[config.mk]
export PLATFORM = sky130hd
export DESIGN_NAME = audio_distortion_waveshaper_unit_flat
export DESIGN_NICKNAME = d
export VERILOG_FILES = /design/src/design/adws_pkg.sv /design/src/design/adws_stream_if.sv /design/src/design/audio_distortion_waveshaper_unit.sv /design/src/design/adws_drive.sv /design/src/design/adws_shape.sv /design/src/design/adws_knee.sv /design/src/flat_wrapper.sv
export VERILOG_INCLUDE_DIRS = /design/src /design/src/design
export SDC_FILE = /design/constraint.sdc
export NUM_CORES = 2
export LEC_CHECK = 0
export BUFFER_PORTS_ARGS = -buffer_cell sky130_fd_sc_hd__clkbuf_2
export CAP_MARGIN = 30
export CORE_UTILIZATION = 46
export DETAILED_ROUTE_END_ITERATION = 6
export PLACE_DENSITY = 0.69
export REMOVE_ABC_BUFFERS = 1
export SLEW_MARGIN = 20
export SYNTH_ARGS = -nofsm -noshare
export SYNTH_HDL_FRONTEND = slang
export SYNTH_SLANG_ARGS = --single-unit
[constraint.sdc]
create_clock -name clk -period 6.4 [get_ports clk]
set_input_delay 0.96 -clock clk [delete_from_list [all_inputs] [get_ports clk]]
set_output_delay 0.96 -clock clk [all_outputs]
set_load 0.005 [all_outputs]
[src/design/audio_distortion_waveshaper_unit_macros.svh]
// Assertion macros for the waveshaper block.
`ifndef AUDIO_DISTORTION_WAVESHAPER_UNIT_MACROS_SVH
`define AUDIO_DISTORTION_WAVESHAPER_UNIT_MACROS_SVH

`ifndef SYNTHESIS

// Same-cycle implication.
`define ADWS_ASSERT_NOW(lbl, clk, rst_n, ante, cons) \
	lbl: assert property (@(posedge clk) disable iff (!rst_n) (ante) |-> (cons)) \
		else $error("waveshaper assertion failed");

// Next-cycle implication.
`define ADWS_ASSERT_NEXT(lbl, clk, rst_n, ante, cons) \
	lbl: assert property (@(posedge clk) disable iff (!rst_n) (ante) |=> (cons)) \
		else $error("waveshaper assertion failed");

`else

`define ADWS_ASSERT_NOW(lbl, clk, rst_n, ante, cons)
`define ADWS_ASSERT_NEXT(lbl, clk, rst_n, ante, cons)

`endif

`endif

[src/design/adws_pkg.sv]
// Shared constants and types for the waveshaper block.
`timescale 1ns / 1ps

package adws_pkg;

	localparam int SAMPLE_WIDTH_DEF = 16;

	localparam int GAIN_W     = 16;
	localparam int GAIN_FRAC  = 12;
	localparam logic [GAIN_W-1:0] GAIN_RESET = 16'd4096;

	localparam int MODE_W = 2;
	localparam logic [MODE_W-1:0] MODE_HARD     = 2'd0;
	localparam logic [MODE_W-1:0] MODE_SOFT     = 2'd1;
	localparam logic [MODE_W-1:0] MODE_FULLWAVE = 2'd2;
	localparam logic [MODE_W-1:0] MODE_HALFWAVE = 2'd3;

	localparam int CFG_IDX_W  = 2;
	localparam int CFG_DATA_W = 16;
	localparam logic [CFG_IDX_W-1:0] CFG_SHAPER_MODE = 2'd0;
	localparam logic [CFG_IDX_W-1:0] CFG_DRIVE_GAIN  = 2'd1;

	// Per-item flags travelling alongside the knee arithmetic.
	typedef struct packed {
		logic knee;
		logic neg;
	} shp_flags_t;

endpackage

[src/design/adws_stream_if.sv]
// Valid/ready stream interfaces for input and result samples.
`timescale 1ns / 1ps

interface adws_in_if #(
	parameter int SAMPLE_WIDTH = adws_pkg::SAMPLE_WIDTH_DEF
);
	logic                           valid;
	logic                           ready;
	logic signed [SAMPLE_WIDTH-1:0] in_sample;
	logic                           in_last;

	modport source (output valid, output in_sample, output in_last, input ready);
	modport sink   (input valid, input in_sample, input in_last, output ready);
endinterface

interface adws_out_if #(
	parameter int SAMPLE_WIDTH = adws_pkg::SAMPLE_WIDTH_DEF
);
	logic                           valid;
	logic                           ready;
	logic signed [SAMPLE_WIDTH-1:0] out_sample;
	logic                           out_last;

	modport source (output valid, output out_sample, output out_last, input ready);
	modport sink   (input valid, input out_sample, input out_last, output ready);
endinterface

[src/design/audio_distortion_waveshaper_unit.sv]
// Top level of the distortion waveshaper: config registers, pipeline control, output stage.
`timescale 1ns / 1ps
//
// Per-sample distortion. Samples arrive on in_chan (in_sample, in_last) and
// results leave on out_chan (out_sample, out_last); a transfer happens on a
// clock edge with valid and ready both high. in_last is carried unchanged.
// Config: cfg_wr_en with cfg_index 0 writes shaper_mode (hard clip, soft
// clip, full-wave, half-wave), index 1 writes the Q4.12 drive_gain; other
// indexes are dropped. Only write while no sample is in flight.
// Pipeline: eight register stages lie between the input transfer and
// out_chan.valid (multiply, round, magnitude, region split, square,
// subtract, reciprocal multiply, output register).
// Throughput: one sample per cycle while out_chan.ready stays high, set by
// the single gain multiplier and the two knee multipliers, each pipelined.
// Reset (arst_n low): all stage valids clear, mode = hard clip, gain = 1.0.
// Receiver stall: each stage holds while the next is full and stalled;
// empty stages keep filling, so in_chan.ready only drops once all eight
// stages hold a sample.
//
`include "audio_distortion_waveshaper_unit_macros.svh"

module audio_distortion_waveshaper_unit #(
	parameter int SAMPLE_WIDTH = adws_pkg::SAMPLE_WIDTH_DEF
) (
	input  logic                                 clk,
	input  logic                                 arst_n,
	input  logic                                 cfg_wr_en,
	input  logic [adws_pkg::CFG_IDX_W-1:0]       cfg_index,
	input  logic [adws_pkg::CFG_DATA_W-1:0]      cfg_wdata,
	adws_in_if.sink                              in_chan,
	adws_out_if.source                           out_chan
);

	localparam int W  = SAMPLE_WIDTH;
	localparam int F  = W - 1;
	localparam int XW = W + adws_pkg::GAIN_W - adws_pkg::GAIN_FRAC + 1;
	localparam int NS = 8;
	localparam int REM0 = (F % 2 == 0) ? 1 : 2;
	// floor(ONE/3), base of the knee quotient
	localparam logic [63:0]  C64     = ((64'd1 << F) - 64'(REM0)) / 64'd3;
	localparam logic [F-1:0] C_THIRD = C64[F-1:0];

	// config registers
	logic [adws_pkg::MODE_W-1:0] mode_q;
	logic [adws_pkg::GAIN_W-1:0] gain_q;

	always_ff @(posedge clk or negedge arst_n) begin
		if (!arst_n) begin
			mode_q <= adws_pkg::MODE_HARD;
			gain_q <= adws_pkg::GAIN_RESET;
		end else if (cfg_wr_en) begin
			unique case (cfg_index)
				adws_pkg::CFG_SHAPER_MODE: mode_q <= cfg_wdata[adws_pkg::MODE_W-1:0];
				adws_pkg::CFG_DRIVE_GAIN:  gain_q <= cfg_wdata[adws_pkg::GAIN_W-1:0];
				default: ;
			endcase
		end
	end

	// stage control: a stage loads when it is empty or the next one moves
	logic [NS:1] vld_s;
	logic [NS:1] last_s;
	logic [NS:1] en;

	always_comb begin
		en[NS] = !vld_s[NS] || out_chan.ready;
		for (int i = NS - 1; i >= 1; i--) begin
			en[i] = !vld_s[i] || en[i+1];
		end
	end

	assign in_chan.ready = en[1];

	always_ff @(posedge clk or negedge arst_n) begin
		if (!arst_n) begin
			vld_s <= '0;
		end else begin
			if (en[1]) vld_s[1] <= in_chan.valid;
			for (int i = 2; i <= NS; i++) begin
				if (en[i]) vld_s[i] <= vld_s[i-1];
			end
		end
	end

	// end-of-block marker rides alongside the data
	always_ff @(posedge clk) begin
		if (en[1]) last_s[1] <= in_chan.in_last;
		for (int i = 2; i <= NS; i++) begin
			if (en[i]) last_s[i] <= last_s[i-1];
		end
	end

	// datapath
	logic signed [XW-1:0]       x_s2;
	logic signed [W-1:0]        y_s4, y_s7;
	logic [F-1:0]               u_s4;
	logic [2*F-1:0]             nm_s7;
	adws_pkg::shp_flags_t       flags_s4, flags_s7;

	adws_drive #(.SAMPLE_WIDTH(SAMPLE_WIDTH)) u_drive (
		.clk    (clk),
		.en     (en[2:1]),
		.sample (in_chan.in_sample),
		.gain   (gain_q),
		.x_s2   (x_s2)
	);

	adws_shape #(.SAMPLE_WIDTH(SAMPLE_WIDTH)) u_shape (
		.clk      (clk),
		.en       (en[4:3]),
		.mode     (mode_q),
		.x        (x_s2),
		.y_s4     (y_s4),
		.u_s4     (u_s4),
		.flags_s4 (flags_s4)
	);

	adws_knee #(.SAMPLE_WIDTH(SAMPLE_WIDTH)) u_knee (
		.clk      (clk),
		.en       (en[7:5]),
		.u_s4     (u_s4),
		.y_s4     (y_s4),
		.flags_s4 (flags_s4),
		.nm_s7    (nm_s7),
		.y_s7     (y_s7),
		.flags_s7 (flags_s7)
	);

	// knee magnitude = ONE/3 rounded down plus the offset quotient
	logic [F-1:0]        knee_mag;
	logic signed [W-1:0] knee_val;
	logic signed [W-1:0] out_sample_s8;

	assign knee_mag = C_THIRD + {1'b0, nm_s7[2*F-1:F+1]};
	assign knee_val = flags_s7.neg ? -$signed({1'b0, knee_mag}) : $signed({1'b0, knee_mag});

	always_ff @(posedge clk) begin
		if (en[NS]) begin
			out_sample_s8 <= flags_s7.knee ? knee_val : y_s7;
		end
	end

	assign out_chan.valid      = vld_s[NS];
	assign out_chan.out_sample = out_sample_s8;
	assign out_chan.out_last   = last_s[NS];

	// checks
	`ADWS_ASSERT_NOW(a_ready_only_when_full, clk, arst_n, !in_chan.ready, &vld_s)
	`ADWS_ASSERT_NOW(a_knee_only_soft, clk, arst_n, vld_s[7] && flags_s7.knee, mode_q == adws_pkg::MODE_SOFT)
	`ADWS_ASSERT_NEXT(a_gain_write, clk, arst_n, cfg_wr_en && cfg_index == adws_pkg::CFG_DRIVE_GAIN, gain_q == $past(cfg_wdata))

endmodule

[src/design/adws_drive.sv]
// Gain multiply and round-half-up back to sample precision (stages 1-2).
`timescale 1ns / 1ps

module adws_drive #(
	parameter int SAMPLE_WIDTH = adws_pkg::SAMPLE_WIDTH_DEF
) (
	input  logic                                         clk,
	input  logic [1:0]                                   en,
	input  logic signed [SAMPLE_WIDTH-1:0]               sample,
	input  logic [adws_pkg::GAIN_W-1:0]                  gain,
	output logic signed [SAMPLE_WIDTH+adws_pkg::GAIN_W-adws_pkg::GAIN_FRAC:0] x_s2
);

	localparam int PW = SAMPLE_WIDTH + adws_pkg::GAIN_W + 1;
	localparam logic signed [PW-1:0] ROUND = PW'(1) <<< (adws_pkg::GAIN_FRAC - 1);

	logic signed [PW-1:0] prod_s1;
	logic signed [PW-1:0] rnd;

	always_ff @(posedge clk) begin
		if (en[0]) begin
			prod_s1 <= PW'(sample) * PW'($signed({1'b0, gain}));
		end
	end

	assign rnd = prod_s1 + ROUND;

	// upper bits of a two's complement word give the floor
	always_ff @(posedge clk) begin
		if (en[1]) begin
			x_s2 <= rnd[PW-1:adws_pkg::GAIN_FRAC];
		end
	end

endmodule

[src/design/adws_shape.sv]
// Magnitude, region split and the non-knee shaper results (stages 3-4).
`timescale 1ns / 1ps

module adws_shape #(
	parameter int SAMPLE_WIDTH = adws_pkg::SAMPLE_WIDTH_DEF
) (
	input  logic                                         clk,
	input  logic [1:0]                                   en,
	input  logic [adws_pkg::MODE_W-1:0]                  mode,
	input  logic signed [SAMPLE_WIDTH+adws_pkg::GAIN_W-adws_pkg::GAIN_FRAC:0] x,
	output logic signed [SAMPLE_WIDTH-1:0]               y_s4,
	output logic [SAMPLE_WIDTH-2:0]                      u_s4,
	output adws_pkg::shp_flags_t                         flags_s4
);

	localparam int W  = SAMPLE_WIDTH;
	localparam int F  = W - 1;
	localparam int XW = W + adws_pkg::GAIN_W - adws_pkg::GAIN_FRAC + 1;
	localparam int TW = XW + 2;

	localparam logic signed [XW-1:0] HALF_X  = XW'(1) <<< (F - 1);
	localparam logic signed [XW-1:0] NHALF_X = -HALF_X;
	localparam logic [XW-1:0]        MAX_X   = (XW'(1) << F) - XW'(1);
	localparam logic [TW-1:0]        ONE_T   = TW'(1) << F;
	localparam logic [TW-1:0]        TWO_T   = TW'(1) << (F + 1);
	localparam logic signed [W-1:0]  HALF_W  = W'(1) <<< (F - 1);
	localparam logic signed [W-1:0]  MAX_W   = W'((W'(1) << F) - W'(1));

	logic signed [XW-1:0] x_s3;
	logic [XW-1:0]        mag_s3;
	logic                 neg_s3;

	logic [TW-1:0]        m3;
	logic [TW-1:0]        u_full;
	logic                 lin, sat, big;
	logic signed [W-1:0]  y_nxt;
	adws_pkg::shp_flags_t flags_nxt;

	always_ff @(posedge clk) begin
		if (en[0]) begin
			x_s3   <= x;
			neg_s3 <= x[XW-1];
			mag_s3 <= x[XW-1] ? XW'(-x) : XW'(x);
		end
	end

	assign m3     = TW'(mag_s3) + {1'b0, mag_s3, 1'b0};
	assign lin    = m3 <= ONE_T;
	assign sat    = m3 > TWO_T;
	assign big    = mag_s3 > MAX_X;
	assign u_full = TWO_T - m3;

	always_comb begin
		flags_nxt.neg  = neg_s3;
		flags_nxt.knee = 1'b0;
		case (mode)
			adws_pkg::MODE_HARD: begin
				if (x_s3 > HALF_X) y_nxt = HALF_W;
				else if (x_s3 < NHALF_X) y_nxt = -HALF_W;
				else y_nxt = x_s3[W-1:0];
			end
			adws_pkg::MODE_SOFT: begin
				flags_nxt.knee = !lin && !sat;
				if (sat) y_nxt = neg_s3 ? -HALF_W : HALF_W;
				else y_nxt = x_s3[W-1:0];
			end
			adws_pkg::MODE_FULLWAVE: begin
				y_nxt = big ? MAX_W : $signed(mag_s3[W-1:0]);
			end
			adws_pkg::MODE_HALFWAVE: begin
				if (neg_s3 || mag_s3 == '0) y_nxt = '0;
				else y_nxt = big ? MAX_W : $signed(mag_s3[W-1:0]);
			end
			default: y_nxt = '0;
		endcase
	end

	always_ff @(posedge clk) begin
		if (en[1]) begin
			y_s4     <= y_nxt;
			u_s4     <= u_full[F-1:0];
			flags_s4 <= flags_nxt;
		end
	end

endmodule

[src/design/adws_knee.sv]
// Soft-clip knee arithmetic: square, subtract, divide by three (stages 5-7).
`timescale 1ns / 1ps

module adws_knee #(
	parameter int SAMPLE_WIDTH = adws_pkg::SAMPLE_WIDTH_DEF
) (
	input  logic                               clk,
	input  logic [2:0]                         en,
	input  logic [SAMPLE_WIDTH-2:0]            u_s4,
	input  logic signed [SAMPLE_WIDTH-1:0]     y_s4,
	input  adws_pkg::shp_flags_t               flags_s4,
	output logic [2*(SAMPLE_WIDTH-1)-1:0]      nm_s7,
	output logic signed [SAMPLE_WIDTH-1:0]     y_s7,
	output adws_pkg::shp_flags_t               flags_s7
);

	localparam int F  = SAMPLE_WIDTH - 1;
	localparam int NW = 2 * F + 2;
	localparam int REM0 = (F % 2 == 0) ? 1 : 2;

	// 3*ONE^2 + 3*ONE
	localparam logic [NW-1:0] K_NUM = (NW'(3) << (2 * F)) + (NW'(3) << F);
	localparam logic [F:0]    ONE_Q = (F + 1)'(1) << F;
	localparam logic [F:0]    REM_Q = (F + 1)'(REM0);
	// ceil(2^(F+1)/3): exact floor(n/3) for any n below 2^F
	localparam logic [63:0]   M64   = ((64'd1 << (F + 1)) + ((F % 2 == 1) ? 64'd2 : 64'd1)) / 64'd3;
	localparam logic [F-1:0]  RECIP = M64[F-1:0];

	logic [2*F-1:0]       u2_s5;
	logic [F-1:0]         n_s6;
	logic signed [SAMPLE_WIDTH-1:0] y_s5, y_s6;
	adws_pkg::shp_flags_t flags_s5, flags_s6;

	logic [NW-1:0]        num;
	logic [F:0]           q;
	logic [F:0]           n_full;

	always_ff @(posedge clk) begin
		if (en[0]) begin
			u2_s5    <= (2 * F)'(u_s4) * (2 * F)'(u_s4);
			y_s5     <= y_s4;
			flags_s5 <= flags_s4;
		end
	end

	// floor(num / 2^(F+1)) lies in [ONE, 1.5*ONE+2]; keep it offset by ONE
	assign num    = K_NUM - NW'(u2_s5);
	assign q      = num[NW-1:F+1];
	assign n_full = q - ONE_Q + REM_Q;

	always_ff @(posedge clk) begin
		if (en[1]) begin
			n_s6     <= n_full[F-1:0];
			y_s6     <= y_s5;
			flags_s6 <= flags_s5;
		end
	end

	always_ff @(posedge clk) begin
		if (en[2]) begin
			nm_s7    <= (2 * F)'(n_s6) * (2 * F)'(RECIP);
			y_s7     <= y_s6;
			flags_s7 <= flags_s6;
		end
	end

endmodule
[src/flat_wrapper.sv]
// flat-port wrapper written by rule: the top's interface ports become plain ports
module audio_distortion_waveshaper_unit_flat 
#(
	parameter int SAMPLE_WIDTH = adws_pkg::SAMPLE_WIDTH_DEF
)
  (clk, arst_n, cfg_wr_en, cfg_index, cfg_wdata, in_chan_valid, in_chan_in_sample, in_chan_in_last, in_chan_ready, out_chan_valid, out_chan_out_sample, out_chan_out_last, out_chan_ready);
  adws_in_if #(.SAMPLE_WIDTH(SAMPLE_WIDTH)) in_chan_i ();
  adws_out_if #(.SAMPLE_WIDTH(SAMPLE_WIDTH)) out_chan_i ();
  input  logic clk;
  input  logic arst_n;
  input  logic cfg_wr_en;
  input  logic [adws_pkg::CFG_IDX_W-1:0] cfg_index;
  input  logic [adws_pkg::CFG_DATA_W-1:0] cfg_wdata;
  input wire logic [$bits(in_chan_i.valid)-1:0] in_chan_valid;
  input wire logic [$bits(in_chan_i.in_sample)-1:0] in_chan_in_sample;
  input wire logic [$bits(in_chan_i.in_last)-1:0] in_chan_in_last;
  output wire logic [$bits(in_chan_i.ready)-1:0] in_chan_ready;
  output wire logic [$bits(out_chan_i.valid)-1:0] out_chan_valid;
  output wire logic [$bits(out_chan_i.out_sample)-1:0] out_chan_out_sample;
  output wire logic [$bits(out_chan_i.out_last)-1:0] out_chan_out_last;
  input wire logic [$bits(out_chan_i.ready)-1:0] out_chan_ready;
  assign in_chan_i.valid = in_chan_valid;
  assign in_chan_i.in_sample = in_chan_in_sample;
  assign in_chan_i.in_last = in_chan_in_last;
  assign in_chan_ready = in_chan_i.ready;
  assign out_chan_valid = out_chan_i.valid;
  assign out_chan_out_sample = out_chan_i.out_sample;
  assign out_chan_out_last = out_chan_i.out_last;
  assign out_chan_i.ready = out_chan_ready;
  audio_distortion_waveshaper_unit #(.SAMPLE_WIDTH(SAMPLE_WIDTH)) u_core (.clk(clk), .arst_n(arst_n), .cfg_wr_en(cfg_wr_en), .cfg_index(cfg_index), .cfg_wdata(cfg_wdata), .in_chan(in_chan_i), .out_chan(out_chan_i));
endmodule
==> results.tsv <==
metric	value	unit
status	finished, final reports clean	
ant diodes	0	
fraction of the cycle the final worst path needs	0.979	
worst hold path class	reg -> reg	
synth top area cells	fa_1, edfxtp_1, ha_1, inv_1, and2_1	
Mean Syn Cell Area	10.5	µm²
die area	67500	µm²
overall routing resource usage	0.186	
Synth Warn #	0	
sum of negative setup slack	0	ps
cell area after synthesis	30600	µm²
cell taking the most area after synthesis	fa_1	
global-route wire length before repair	102000	µm
insertion delay of the later-clocked pin in the worst-skew pair	570	ps
share of the yosys chip area belonging to registers	0.270	
share of the core filled with cells in the final layout	0.524	
distinct cell type count after synthesis	77	
final-stage net count	3886	
max-slew violation count	0	
Initial Util	0.465	
number of fill cells in the layout	5734	
number of max-capacitance violations reported	0	
flip-flop and latch count after synthesis	279	
via count of the first global-routing pass	20700	
Final Hold Viols	0	
initial antenna violation count	0	
Setup Crit Path Kind	reg -> reg	
Primary FF master, synth	edfxtp_1	
largest net degree at the start of global routing	49	
startpoint type of the worst setup path	register	
area overhead of the layout relative to synthesis	12.7	%
clock slew seen by the registers of the worst setup and hold paths	60	ps
actual transition at the worst max-transition pin	905	ps
total CTS buffers	28	
Req. time, crit path	6800	ps
CP Capture Type	register	
cell row count	94	
final worst clock skew	28.2	ps
setup slack on the worst flop-to-flop path	140	ps
Port Buf Inserts	58	
number of levels the H-tree was split into	1	
count of vias placed by the detailed router	20100	
root buf cell	clkbuf_16	
number of buffers added to fix hold violations after cts	0	
core area	65700	µm²
crit path DAT	6660	ps
Top-Level Pins	59	
proportion of register bits with asynchronous set or reset after synthesis	0.0932	
detailed-placement wirelength estimate	51300	µm
top achievable clock speed	0.160	GHz
final weighted congestion in routability-driven placement	0.912	
CTS tree	done	
crit path max fanout	11	
CTS max path bufs	3	
number of setup violations in the final report	0	
final period demand of the worst path	6260	ps
count of flip-flops with a built-in enable after synthesis	253	
most repeated cell in the gate-level netlist after synthesis	inv_1	
layout cell share with drive strength beyond 1	0.132	
final routed wire length divided by cell count	15.4	µm
cell count after synthesis	2904	
DRC viols	0	
Vert. Die Dim	260	µm
die width	260	µm
relative slew slack	0.397	
total iterations of the first detailed-routing run	5	
DR iter-0 viols	881	
total gr overflow	0	
routed via count divided by cell count	5.05	
final-layout worst hold slack	407	ps
Final Routed Wirelength	61500	µm
number of clock sinks	279	
area fraction of the dominant cell type after synthesis	0.259	
number of antenna-violating nets in the routed design	0	
top post-synthesis cells by count	inv_1, fa_1, ha_1, edfxtp_1, nand2_1	
[layer usage]
metal	global-route usage	wire length, µm	vias to the layer above
met5	0	0	-
met4	0.0350	1190	0
met3	0.0249	2750	81
met2	0.328	30600	399
met1	0.244	26900	9833
li1	-	-	9795
[final timing paths]
kind	from	to	cells after the start
setup / recovery	u_core.u_shape.u_s4[10]$_DFFE_PP_	u_core.u_knee.u2_s5[28]$_DFFE_PP_	21
hold / removal	u_core.last_s[3]$_DFFE_PP_	u_core.last_s[4]$_DFFE_PP_	0
setup reg to reg	u_core.u_shape.u_s4[10]$_DFFE_PP_	u_core.u_knee.u2_s5[28]$_DFFE_PP_	21
hold reg to reg	u_core.last_s[3]$_DFFE_PP_	u_core.last_s[4]$_DFFE_PP_	0
max in group asynchronous	arst_n	u_core.gain_q[11]$_DFFE_PN0P_	1
min in group asynchronous	arst_n	u_core.gain_q[3]$_DFFE_PN0P_	1
[area by class of cell]
class | count | area, µm² | area share
clock buffer | 36 | 751 | 0.0218
clock inverter | 14 | 158 | 0.00458
inverter | 589 | 2210 | 0.0642
multi-input combinational | 1964 | 20100 | 0.585
sequential | 279 | 8250 | 0.240
tap | 864 | 1080 | 0.0314
timing repair buffer | 239 | 1820 | 0.0529
[cells by family (layout without fill, tap and decap cells)]
family,count (synthesis),in the layout,synth area share
simple gates,712,712,0.120
flops,279,279,0.270
xor+xnor,163,163,0.0467
compound gates,316,316,0.0692
buf+inv,661,878,0.0819
fa+ha+maj,746,746,0.403
mux,27,27,0.00987
[cells in the final DEF (no fill, tap or decap), types with 11 or more instances in the layout]
cell,n
nand4_1,21
inv_2,12
a21oi_1,75
nor2_1,84
nor3_1,24
o21ai_2,11
nand2_1,225
inv_1,577
xor2_1,53
dfrtp_1,21
and2_1,174
nand2b_1,31
clkbuf_16,28
ha_1,341
fa_1,390
clkbuf_2,56
buf_4,160
nor2b_1,21
nor4_1,13
edfxtp_1,253
o21ai_0,58
o21a_1,12
xnor2_1,109
nand3_1,29
mux2_2,25
a21o_1,50
[stage by stage]
| step | worst slack [ps] | instance area, µm² | instances |
|---|---|---|---|
| 3_5_place_dp | -883 | 33000 | 3918 |
| 4_1_cts | -16.7 | 34000 | 3968 |
| 2_1_floorplan | -200 | 30300 | 2832 |
| 5_1_grt | -73.3 | 34400 | 3985 |
| 3_3_place_gp | -702 | 33000 | 3918 |
| 6_report | 136 | 34400 | 3985 |
[what timing repair did]
item	in CTS	in global routing
buffers inserted	1	14
cloned	0	0
endpoints found under the setup margin	17	22
pin swaps	16	59
gates resized for setup	23	74
[registers in the layout (all words and copies together) (netlist names), 20 cells and up]
name	cells
u_core.u_knee.u2_s5	29
u_core.u_drive.prod_s1	22
u_core.u_drive.x_s2	21
u_core.u_shape.x_s3	21
u_core.u_shape.mag_s3	20
[worst max-delay path, stage by stage (launching register included)]
cell      delay [ps]
edfxtp_1         520
buf_6            190
buf_4            180
nand2_1          120
inv_1             70
fa_1             480
fa_1             550
fa_1             440
fa_1             510
fa_1             540
inv_1             50
fa_1             530
inv_1             50
ha_1             310
nand2_1           60
o21ai_0          350
a311oi_2          90
buf_4            160
o32ai_2          300
o21ai_1          120
o21ai_0          220
xor2_1           230
Power is not shown: default switching activity piles up to over one toggle a cycle in this logic, so the estimate is an artifact.
